==> src/design/tcd_pkg.sv <==
`timescale 1ns / 1ps
// Shared types for the capacitive touch detector: sequencer states and sorter cell control.
package tcd_pkg;

  // Sequencer states of the top level.
  typedef enum logic [1:0] {
    ST_IDLE,
    ST_SUM,
    ST_DIV,
    ST_OUT
  } tcd_state_t;

  // Control broadcast to every sorter cell.
  typedef struct packed {
    logic insert;
    logic shift;
  } tcd_cell_ctl_t;

  // Reset value of the lockout reload register.
  localparam logic [3:0] LOCKOUT_RELOAD_RST = 4'd3;

endpackage

==> src/design/tcd_cell.sv <==
`timescale 1ns / 1ps
// One cell of the insertion sorter chain: holds a single calibration sample.
module tcd_cell #(
  parameter int SAMPLE_BITS = 32
) (
  input  logic                      clk,
  input  tcd_pkg::tcd_cell_ctl_t    ctl,
  input  logic                      occupied,
  input  logic [SAMPLE_BITS-1:0]    new_val,
  input  logic [SAMPLE_BITS-1:0]    left_val,
  input  logic                      left_lt,
  input  logic [SAMPLE_BITS-1:0]    right_val,
  output logic [SAMPLE_BITS-1:0]    val_o,
  output logic                      lt_o
);
  import tcd_pkg::*;

  logic [SAMPLE_BITS-1:0] val_r;
  logic [SAMPLE_BITS-1:0] val_nxt;
  logic                   load;

  // An empty cell counts as holding a value above every sample.
  assign lt_o = !occupied || (new_val < val_r);

  always_comb begin
    val_nxt = val_r;
    load    = 1'b0;
    if (ctl.insert && lt_o) begin
      // The new item lands here if the left neighbour keeps its value,
      // otherwise the left neighbour's value moves right into this cell.
      val_nxt = left_lt ? left_val : new_val;
      load    = 1'b1;
    end else if (ctl.shift) begin
      val_nxt = right_val;
      load    = 1'b1;
    end
  end

  always_ff @(posedge clk) begin
    if (load) begin
      val_r <= val_nxt;
    end
  end

  assign val_o = val_r;

endmodule

==> src/design/tcd_div.sv <==
`timescale 1ns / 1ps
// Divider by a fixed divisor: a reciprocal multiplication worked through one chunk per cycle.
module tcd_div #(
  parameter int DIVIDEND_W = 36,
  parameter int DIVISOR    = 6,
  parameter int QUOT_W     = 32
) (
  input  logic                  clk,
  input  logic                  rst_n,
  input  logic                  start,
  input  logic [DIVIDEND_W-1:0] dividend,
  output logic                  done,
  output logic [QUOT_W-1:0]     quotient
);
  import tcd_pkg::*;

  // The quotient is floor(dividend * RECIP / 2^SHIFT), with RECIP the
  // reciprocal of the divisor rounded up. The rounding error stays below
  // one part in the divisor, so this is exact for every DIVIDEND_W-bit
  // dividend. The product is built most significant chunk first, and the
  // quotient is ready when done goes high.
  localparam int          CHUNK_W    = 12;
  localparam int          N_CHUNK    = (DIVIDEND_W + CHUNK_W - 1) / CHUNK_W;
  localparam int          PAD_W      = N_CHUNK * CHUNK_W;
  localparam int          SHIFT      = DIVIDEND_W + $clog2(DIVISOR);
  localparam int          RECIP_W    = DIVIDEND_W + 1;
  localparam logic [63:0] RECIP_WIDE =
    ((64'd1 << SHIFT) + 64'(DIVISOR) - 64'd1) / 64'(DIVISOR);
  localparam logic [RECIP_W-1:0] RECIP = RECIP_WIDE[RECIP_W-1:0];
  localparam int          PART_W     = CHUNK_W + RECIP_W;
  localparam int          PROD_W     = PAD_W + RECIP_W;
  localparam int          CNT_W      = $clog2(N_CHUNK + 1);

  logic [PAD_W-1:0]        num_r;
  logic [PAD_W-1:0]        num_nxt;
  logic [PROD_W-1:0]       prod_r;
  logic [PROD_W-1:0]       prod_nxt;
  logic [CNT_W-1:0]        cnt_r;
  logic [CNT_W-1:0]        cnt_nxt;
  logic                    run_r;
  logic                    run_nxt;
  logic                    done_r;
  logic                    done_nxt;
  logic [CHUNK_W-1:0]      chunk;
  logic [PART_W-1:0]       part;
  logic [PROD_W-SHIFT-1:0] quot_full;

  assign chunk = num_r[PAD_W-1 -: CHUNK_W];
  // One chunk of the dividend times the constant reciprocal.
  assign part  = {{RECIP_W{1'b0}}, chunk} * {{CHUNK_W{1'b0}}, RECIP};

  always_comb begin
    num_nxt  = num_r;
    prod_nxt = prod_r;
    cnt_nxt  = cnt_r;
    run_nxt  = run_r;
    done_nxt = 1'b0;
    if (start) begin
      num_nxt  = PAD_W'(dividend);
      prod_nxt = '0;
      cnt_nxt  = '0;
      run_nxt  = 1'b1;
    end else if (run_r) begin
      // Horner's scheme: shift the partial product up by one chunk and add
      // the next chunk's product.
      prod_nxt = (prod_r << CHUNK_W) + PROD_W'(part);
      num_nxt  = num_r << CHUNK_W;
      cnt_nxt  = cnt_r + 1'b1;
      if (cnt_r == CNT_W'(N_CHUNK - 1)) begin
        run_nxt  = 1'b0;
        done_nxt = 1'b1;
      end
    end
  end

  always_ff @(posedge clk) begin
    if (!rst_n) begin
      run_r  <= 1'b0;
      done_r <= 1'b0;
      cnt_r  <= '0;
    end else begin
      run_r  <= run_nxt;
      done_r <= done_nxt;
      cnt_r  <= cnt_nxt;
    end
  end

  always_ff @(posedge clk) begin
    num_r  <= num_nxt;
    prod_r <= prod_nxt;
  end

  assign quot_full = prod_r[PROD_W-1:SHIFT];
  assign done      = done_r;
  assign quotient  = quot_full[QUOT_W-1:0];

endmodule

==> src/design/capacitive_touch_detector_core.sv <==
`timescale 1ns / 1ps
// Top level of the capacitive touch detector with a trimmed-mean baseline.
//
// The block takes one pad charge time per item. The first CAL_SAMPLES items
// calibrate: each is inserted in sorted order into a chain of CAL_SAMPLES
// cells in the cycle it is accepted. When the last one arrives the chain
// shifts its contents out through cell zero, the entries between the trimmed
// ends are summed, and a divider that multiplies the sum by the rounded-up
// reciprocal of the entry count, twelve bits of the sum per cycle, forms the
// truncated mean; that mean becomes the baseline. Every later item is a touch
// when three times the sample exceeds four times the baseline and the sample
// is below ten times the baseline. A touch toggles the indicator only while
// the lockout count is zero and always reloads the count with one less than
// the lockout_reload register (zero stays zero); a nonzero count then steps
// down once per item that is not a touch. An ordinary item is accepted in
// idle and its result is then loaded into the output register once that
// register is free, and the next item can be accepted while that result
// still waits to be taken. The final calibration item first runs the chain
// read-out and the divider before its result is loaded.
// The configuration register may be written at any time the block is idle;
// cfg_ready is always high.
module capacitive_touch_detector_core #(
  parameter int CAL_SAMPLES   = 10,
  parameter int TRIM_EACH_END = 2,
  parameter int SAMPLE_BITS   = 32
) (
  input  logic        clk,
  input  logic        rst_n,
  input  logic        in_valid,
  output logic        in_stall,
  input  logic [31:0] in_charge_ticks,
  output logic        out_valid,
  input  logic        out_stall,
  output logic        out_touch_toggle,
  output logic        out_indicator_level,
  output logic        out_calibrating,
  output logic [31:0] out_baseline_ticks,
  input  logic        cfg_valid,
  output logic        cfg_ready,
  input  logic [3:0]  cfg_data
);
  import tcd_pkg::*;

  localparam int CNT_W     = $clog2(CAL_SAMPLES + 1);
  localparam int IDX_W     = $clog2(CAL_SAMPLES);
  localparam int SUM_W     = SAMPLE_BITS + $clog2(CAL_SAMPLES);
  localparam int KEEP_I    = CAL_SAMPLES - 2 * TRIM_EACH_END;
  localparam bit HAS_KEEP  = KEEP_I > 0;
  localparam int KEEP      = HAS_KEEP ? KEEP_I : 1;
  localparam int KEEP_HI   = CAL_SAMPLES - TRIM_EACH_END;

  // Sequencer and channel state.
  tcd_state_t             state_r;
  tcd_state_t             state_nxt;
  logic                   out_valid_r;
  logic                   out_valid_nxt;
  logic                   out_toggle_r;
  logic                   out_level_r;
  logic                   out_cal_r;
  logic [SAMPLE_BITS-1:0] out_base_r;
  logic                   out_load;

  // Pending result bits of the item in flight.
  logic                   pend_toggle_r;
  logic                   pend_toggle_nxt;
  logic                   pend_cal_r;
  logic                   pend_cal_nxt;

  // Detector state.
  logic [CNT_W-1:0]       cal_cnt_r;
  logic [CNT_W-1:0]       cal_cnt_nxt;
  logic [SAMPLE_BITS-1:0] baseline_r;
  logic [SAMPLE_BITS-1:0] baseline_nxt;
  logic [3:0]             lockout_r;
  logic [3:0]             lockout_nxt;
  logic                   indicator_r;
  logic                   indicator_nxt;
  logic [3:0]             lockout_reload_r;

  // Read-out and mean.
  logic [IDX_W-1:0]       sum_idx_r;
  logic [IDX_W-1:0]       sum_idx_nxt;
  logic [SUM_W-1:0]       acc_r;
  logic [SUM_W-1:0]       acc_nxt;
  logic                   div_start;
  logic                   div_done;
  logic [SAMPLE_BITS-1:0] div_quot;

  // Sorter chain.
  tcd_cell_ctl_t          cell_ctl;
  logic [SAMPLE_BITS-1:0] cell_val [CAL_SAMPLES];
  logic                   cell_lt  [CAL_SAMPLES];

  logic                   in_accept;
  logic [SAMPLE_BITS-1:0] sample;
  logic                   calibrating;
  logic                   touch;
  logic [SAMPLE_BITS+1:0] sample_x3;
  logic [SAMPLE_BITS+1:0] base_x4;
  logic [SAMPLE_BITS+3:0] base_x10;
  logic                   in_keep;

  assign in_stall    = state_r != ST_IDLE;
  assign in_accept   = in_valid && !in_stall;
  assign sample      = in_charge_ticks[SAMPLE_BITS-1:0];
  assign calibrating = cal_cnt_r != CNT_W'(CAL_SAMPLES);
  assign cfg_ready   = 1'b1;

  // sample > floor(4b/3) is the same as 3*sample > 4b for integers, so no
  // division is needed; all terms are kept wide enough not to wrap.
  assign sample_x3 = {2'b00, sample} + {1'b0, sample, 1'b0};
  assign base_x4   = {baseline_r, 2'b00};
  assign base_x10  = {1'b0, baseline_r, 3'b000} + {3'b000, baseline_r, 1'b0};
  assign touch     = (sample_x3 > base_x4) && ({4'b0000, sample} < base_x10);

  assign in_keep = (int'(sum_idx_r) >= TRIM_EACH_END) && (int'(sum_idx_r) < KEEP_HI);

  genvar gi;
  generate
    for (gi = 0; gi < CAL_SAMPLES; gi++) begin : g_cell
      logic [SAMPLE_BITS-1:0] left_val;
      logic                   left_lt;
      logic [SAMPLE_BITS-1:0] right_val;
      logic                   occupied;

      if (gi == 0) begin : g_first
        assign left_val = '0;
        assign left_lt  = 1'b0;
      end else begin : g_inner
        assign left_val = cell_val[gi-1];
        assign left_lt  = cell_lt[gi-1];
      end

      if (gi == CAL_SAMPLES - 1) begin : g_last
        assign right_val = '0;
      end else begin : g_mid
        assign right_val = cell_val[gi+1];
      end

      assign occupied = CNT_W'(gi) < cal_cnt_r;

      tcd_cell #(
        .SAMPLE_BITS (SAMPLE_BITS)
      ) u_cell (
        .clk       (clk),
        .ctl       (cell_ctl),
        .occupied  (occupied),
        .new_val   (sample),
        .left_val  (left_val),
        .left_lt   (left_lt),
        .right_val (right_val),
        .val_o     (cell_val[gi]),
        .lt_o      (cell_lt[gi])
      );
    end
  endgenerate

  tcd_div #(
    .DIVIDEND_W (SUM_W),
    .DIVISOR    (KEEP),
    .QUOT_W     (SAMPLE_BITS)
  ) u_div (
    .clk      (clk),
    .rst_n    (rst_n),
    .start    (div_start),
    .dividend (acc_r),
    .done     (div_done),
    .quotient (div_quot)
  );

  // Sequencer: accepts an item in idle, runs the calibration read-out and
  // division when the last calibration item arrives, then hands the result
  // to the output register as soon as that register is free.
  always_comb begin
    state_nxt       = state_r;
    cal_cnt_nxt     = cal_cnt_r;
    baseline_nxt    = baseline_r;
    lockout_nxt     = lockout_r;
    indicator_nxt   = indicator_r;
    pend_toggle_nxt = pend_toggle_r;
    pend_cal_nxt    = pend_cal_r;
    sum_idx_nxt     = sum_idx_r;
    acc_nxt         = acc_r;
    div_start       = 1'b0;
    out_load        = 1'b0;
    cell_ctl.insert = 1'b0;
    cell_ctl.shift  = 1'b0;

    unique case (state_r)
      ST_IDLE: begin
        if (in_accept) begin
          pend_cal_nxt = calibrating;
          if (calibrating) begin
            cell_ctl.insert = 1'b1;
            cal_cnt_nxt     = cal_cnt_r + 1'b1;
            pend_toggle_nxt = 1'b0;
            if (cal_cnt_r == CNT_W'(CAL_SAMPLES - 1)) begin
              sum_idx_nxt = '0;
              acc_nxt     = '0;
              state_nxt   = ST_SUM;
            end else begin
              state_nxt = ST_OUT;
            end
          end else begin
            pend_toggle_nxt = touch && (lockout_r == 4'd0);
            if (touch && (lockout_r == 4'd0)) begin
              indicator_nxt = !indicator_r;
            end
            if (touch) begin
              lockout_nxt = (lockout_reload_r != 4'd0) ? lockout_reload_r - 4'd1 : 4'd0;
            end else if (lockout_r != 4'd0) begin
              lockout_nxt = lockout_r - 4'd1;
            end
            state_nxt = ST_OUT;
          end
        end
      end
      ST_SUM: begin
        // Sorted entries leave through cell zero, smallest first.
        cell_ctl.shift = 1'b1;
        if (in_keep) begin
          acc_nxt = acc_r + SUM_W'(cell_val[0]);
        end
        sum_idx_nxt = sum_idx_r + 1'b1;
        if (sum_idx_r == IDX_W'(CAL_SAMPLES - 1)) begin
          // The index restarts at zero so that the divider start below sees it.
          sum_idx_nxt = '0;
          if (HAS_KEEP) begin
            state_nxt = ST_DIV;
          end else begin
            baseline_nxt = '0;
            state_nxt    = ST_OUT;
          end
        end
      end
      ST_DIV: begin
        // The divider is started on the first cycle here; acc_r is final.
        div_start = (sum_idx_r == '0) && !div_done;
        if (div_start) begin
          sum_idx_nxt = IDX_W'(1);
        end
        if (div_done) begin
          baseline_nxt = div_quot;
          state_nxt    = ST_OUT;
        end
      end
      ST_OUT: begin
        if (!out_valid_r || !out_stall) begin
          out_load  = 1'b1;
          state_nxt = ST_IDLE;
        end
      end
      default: begin
        state_nxt = ST_IDLE;
      end
    endcase
  end

  assign out_valid_nxt = out_load ? 1'b1 : (out_valid_r && out_stall);

  always_ff @(posedge clk) begin
    if (!rst_n) begin
      state_r          <= ST_IDLE;
      out_valid_r      <= 1'b0;
      cal_cnt_r        <= '0;
      baseline_r       <= '0;
      lockout_r        <= 4'd0;
      indicator_r      <= 1'b1;
      lockout_reload_r <= LOCKOUT_RELOAD_RST;
      sum_idx_r        <= '0;
    end else begin
      state_r     <= state_nxt;
      out_valid_r <= out_valid_nxt;
      cal_cnt_r   <= cal_cnt_nxt;
      baseline_r  <= baseline_nxt;
      lockout_r   <= lockout_nxt;
      indicator_r <= indicator_nxt;
      sum_idx_r   <= sum_idx_nxt;
      if (cfg_valid && cfg_ready) begin
        lockout_reload_r <= cfg_data;
      end
    end
  end

  // Payload registers carry no reset.
  always_ff @(posedge clk) begin
    pend_toggle_r <= pend_toggle_nxt;
    pend_cal_r    <= pend_cal_nxt;
    acc_r         <= acc_nxt;
    if (out_load) begin
      out_toggle_r <= pend_toggle_r;
      out_level_r  <= indicator_r;
      out_cal_r    <= pend_cal_r;
      out_base_r   <= baseline_r;
    end
  end

  assign out_valid           = out_valid_r;
  assign out_touch_toggle    = out_toggle_r;
  assign out_indicator_level = out_level_r;
  assign out_calibrating     = out_cal_r;
  assign out_baseline_ticks  = 32'(out_base_r);

`ifndef SYNTH
  // The calibration count never runs past the number of calibration items.
  a_cal_cnt_bound: assert property (@(posedge clk) disable iff (!rst_n)
    cal_cnt_r <= CNT_W'(CAL_SAMPLES))
    else $error("calibration count overran");

  // The divider only ever runs once calibration has taken every item.
  a_div_after_cal: assert property (@(posedge clk) disable iff (!rst_n)
    (state_r == ST_DIV) |-> (cal_cnt_r == CNT_W'(CAL_SAMPLES)))
    else $error("mean computed before calibration completed");

  // A calibration result never reports a toggle.
  a_cal_no_toggle: assert property (@(posedge clk) disable iff (!rst_n)
    (out_valid && out_calibrating) |-> !out_touch_toggle)
    else $error("toggle reported during calibration");

  // With a zero baseline no item can be a touch.
  a_zero_base_no_toggle: assert property (@(posedge clk) disable iff (!rst_n)
    (out_valid && (out_baseline_ticks == 32'd0)) |-> !out_touch_toggle)
    else $error("toggle reported with zero baseline");

  // An accepted detection item flips the indicator exactly when it toggles.
  a_toggle_flips: assert property (@(posedge clk) disable iff (!rst_n)
    (in_accept && !calibrating) |=> (indicator_r != $past(indicator_r)) == pend_toggle_r)
    else $error("indicator change disagrees with toggle");
`endif

endmodule
==> config.mk <==
export PLATFORM = sky130hd
export DESIGN_NAME = capacitive_touch_detector_core
export DESIGN_NICKNAME = d
export VERILOG_FILES = /design/src/design/tcd_pkg.sv /design/src/design/tcd_cell.sv /design/src/design/tcd_div.sv /design/src/design/capacitive_touch_detector_core.sv
export SDC_FILE = /design/constraint.sdc
export NUM_CORES = 2
export LEC_CHECK = 0
export ABC_AREA = 1
export BUFFER_PORTS_ARGS = -buffer_cell sky130_fd_sc_hd__buf_2
export CAP_MARGIN = 20
export CORE_MARGIN = 1.5
export CORE_UTILIZATION = 58
export DETAILED_ROUTE_END_ITERATION = 16
export PLACE_DENSITY = 0.79
export SYNTH_ARGS = -nofsm -noshare
export SYNTH_HDL_FRONTEND = slang
export SYNTH_HIERARCHICAL = 1
export SYNTH_SLANG_ARGS = --single-unit
==> constraint.sdc <==
create_clock -name clk -period 7.45 [get_ports clk]
set_clock_uncertainty 0.1 [all_clocks]
set_input_delay 1.49 -clock clk [delete_from_list [all_inputs] [get_ports clk]]
set_output_delay 1.49 -clock clk [all_outputs]
set_load 0.01 [all_outputs]
==> results.cfg <==
[placed_design]
gp_congestion = 0.981
dp_hpwl_microns = 106000
dp_cells = 7718
port-buffer-count = 77
placed_area_sq_um = 51700

[logic_synthesis]
syn_area_sq_um = 50400
netlist_top_cells_area = edfxtp_1, ha_1, nand2_1
synthFlopType = edfxtp_1
synth_top_cell_by_area = edfxtp_1
synthCells = 6584
synth.most_common_cell = nand2_1
synth-warning-count = 6
ys_ff_latch = 555
yosysUniqueCellTypes = 64
avgSynthCellArea_sq_um = 7.66
synthTopCellsByCount = nand2_1, inv_1, ha_1
async_flop_share = 0
synth-edff-count = 429
synth_top_area_share = 0.255
ys_seq_area_frac = 0.305

[layout]
drive_above_1_share = 0.121
area_growth_pct = 6.82
fin_cells = 7841
fin_area_sq_um = 53900
fillers = 7522
final_nets = 7330

[cts]
clockBufferDepth = 3
holdBufCountCts = 0
cts_tree = yes
clkTransAtPathRegs_ps = 60
cts-buffers-inserted = 67
clock_sinks = 555
postCtsSetupBuffers = 0
insertion_delay_ps = 650
cts_resized = 0
htreeDepth = 3
cts-root-buf = clkbuf_16

[timing]
hold_viol = 0
rsz0062_at_grt = no
slew_headroom = 0.438
drv_slew = 0
setup_tns_ps = 0
fin_hold_ws_ps = 366
setup_viol = 0
worst_slew_pin_slew_ps = 843
timing.fmax_mhz = 145
finalCritPeriodShare = 0.923
final.min_clock_period_ps = 6880

[route]
num_vias = 44000
drtIter0Drc = 3491
firstDrtPassIters = 6
routed_via_density = 5.61
antenna_left = 0
routedWlPerCell_microns = 17.8
wirelength_microns = 139000
drc = 0

[critical_path]
r2r_cells = 31
path_max_fanout = 12
end_kind = flop
r2r_start = u_div/num_r[32]$_DFFE_PP_
required_ps = 7900
worstReg2RegEnd = u_div/prod_r[57]$_SDFFE_PP0P_
crit_type = flop to flop
slowest_stage = fa_1
cpMostUsedCell = nand2_1
ff2ff_setup_slack_ps = 570
cp_slowest_stage_delay_ps = 590
worstPathArrival_ps = 7330
critPathLaunchType = flop

[global_route]
antenna_found_initial = 2
track_usage = 0.310
grt_max_degree = 117
grt_pass1_vias = 43700
grt_overflow = 0
use_met1 = 0.399
met2_usage = 0.528
grt_pass1_wl_microns = 224000
gr-usage-met3 = 0.0419
gr-max-usage-layer = met2

[worst_hold_path]
min_to = out_indicator_level$_DFFE_PP_
hold_class = flop to flop
worstHoldStart = indicator_r$_SDFFE_PN1P_
hold_depth = 0

[floorplanning]
initial_core_util = 0.589
die_y_microns = 298
die-area_sq_um = 88700
coreArea_sq_um = 85700
die_w_microns = 298
num_rows = 107
io_pins = 79

[run]
cap_violations = 0

[run_status]
status = finished, final reports clean
[state kept, by name (all words and copies together) (netlist names), 2 cells and up]
| signal | flops |
|---|---|
| g_cell.u_cell/val_o | 320 |
| u_div/prod_r | 70 |
| acc_r | 36 |
| u_div/num_r | 36 |
| baseline_r | 32 |
| out_baseline_ticks | 32 |
| cal_cnt_r | 4 |
| lockout_r | 4 |
| lockout_reload_r | 4 |
| sum_idx_r | 4 |
| state_r | 2 |
| u_div/cnt_r | 2 |
[how the worst max path moves through the flow]
stage	start	endpoint	slack (ps)	depth (start not counted)
finish	u_div/num_r[32]$_DFFE_PP_	u_div/prod_r[57]$_SDFFE_PP0P_	570	31
global route	u_div/num_r[32]$_DFFE_PP_	u_div/prod_r[65]$_SDFFE_PP0P_	30	31
CTS	u_div/num_r[32]$_DFFE_PP_	u_div/prod_r[57]$_SDFFE_PP0P_	520	28
detailed placement	u_div/num_r[32]$_DFFE_PP_	u_div/prod_r[57]$_SDFFE_PP0P_	520	28
global placement	u_div/num_r[32]$_DFFE_PP_	u_div/prod_r[57]$_SDFFE_PP0P_	640	31
floorplan	in_valid	acc_r[0]$_SDFFCE_PN0P_	1220	2
[worst max-delay path: cells and delay by family (launching register included)]
family          cells  cell delay (ps)
fa+ha+maj           7             3230
simple gates       11              980
buf+inv             9              870
compound gates      3              830
flops               1              440
xor+xnor            1              310
[cell families (layout without fill, tap and decap cells)]
family	count (synthesis)	count (layout)	synth area share
AO/OA/AOI/OAI	778	778	0.0841
XOR/XNOR	116	116	0.0201
adder cells (fa/ha/maj)	646	646	0.168
buffers and inverters	1254	1302	0.104
flip-flops	555	555	0.305
multiplexers	310	310	0.0692
other	2	67	0.000149
AND/OR/NAND/NOR	2923	2923	0.249
[layout make-up]
cell class                      instances  area [sq um]  share of cell area
Multi-Input combinational cell       4839         30100               0.558
Sequential cell                       555         15400               0.286
Inverter                             1035          3890              0.0722
Clock buffer                           88          1840              0.0341
Tap cell                             1144          1430              0.0266
Timing Repair Buffer                  145           908              0.0169
Clock inverter                         34           352             0.00653
Antenna cell                            1          2.50           0.0000464
[routing by layer]
metal	share of wire	wire [microns]
met1	0.43	59600
met5	0.000079	11
met2	0.47	65700
met3	0.066	9170
met4	0.036	4950
[cells in the final DEF, fill, tap and decap left out, drive strengths merged, types with 28 or more instances in the layout]
master | netlist | layout
mux2 | 310 | 310
xor2 | 88 | 88
o21ai | 224 | 224
dfxtp | 126 | 126
nor3 | 72 | 72
edfxtp | 429 | 429
conb | 2 | 66
ha | 594 | 594
a21oi | 441 | 441
buf | 123 | 145
xnor2 | 28 | 28
inv | 1034 | 1040
nor2 | 398 | 398
nand4 | 47 | 47
nand3 | 479 | 479
clkbuf | 96 | 88
nand2 | 1900 | 1900
fa | 52 | 52
[per-stage QoR]
stage,utilization,setup slack (ps)
3_3_place_gp,0.603,642
2_1_floorplan,-,1220
5_1_grt,0.629,26.1
4_1_cts,0.629,518
6_report,0.629,574
3_5_place_dp,0.603,521
Power is left out: the tool's default activity adds up to more than one toggle a clock period on the data nets, which glitch-free logic cannot reach.
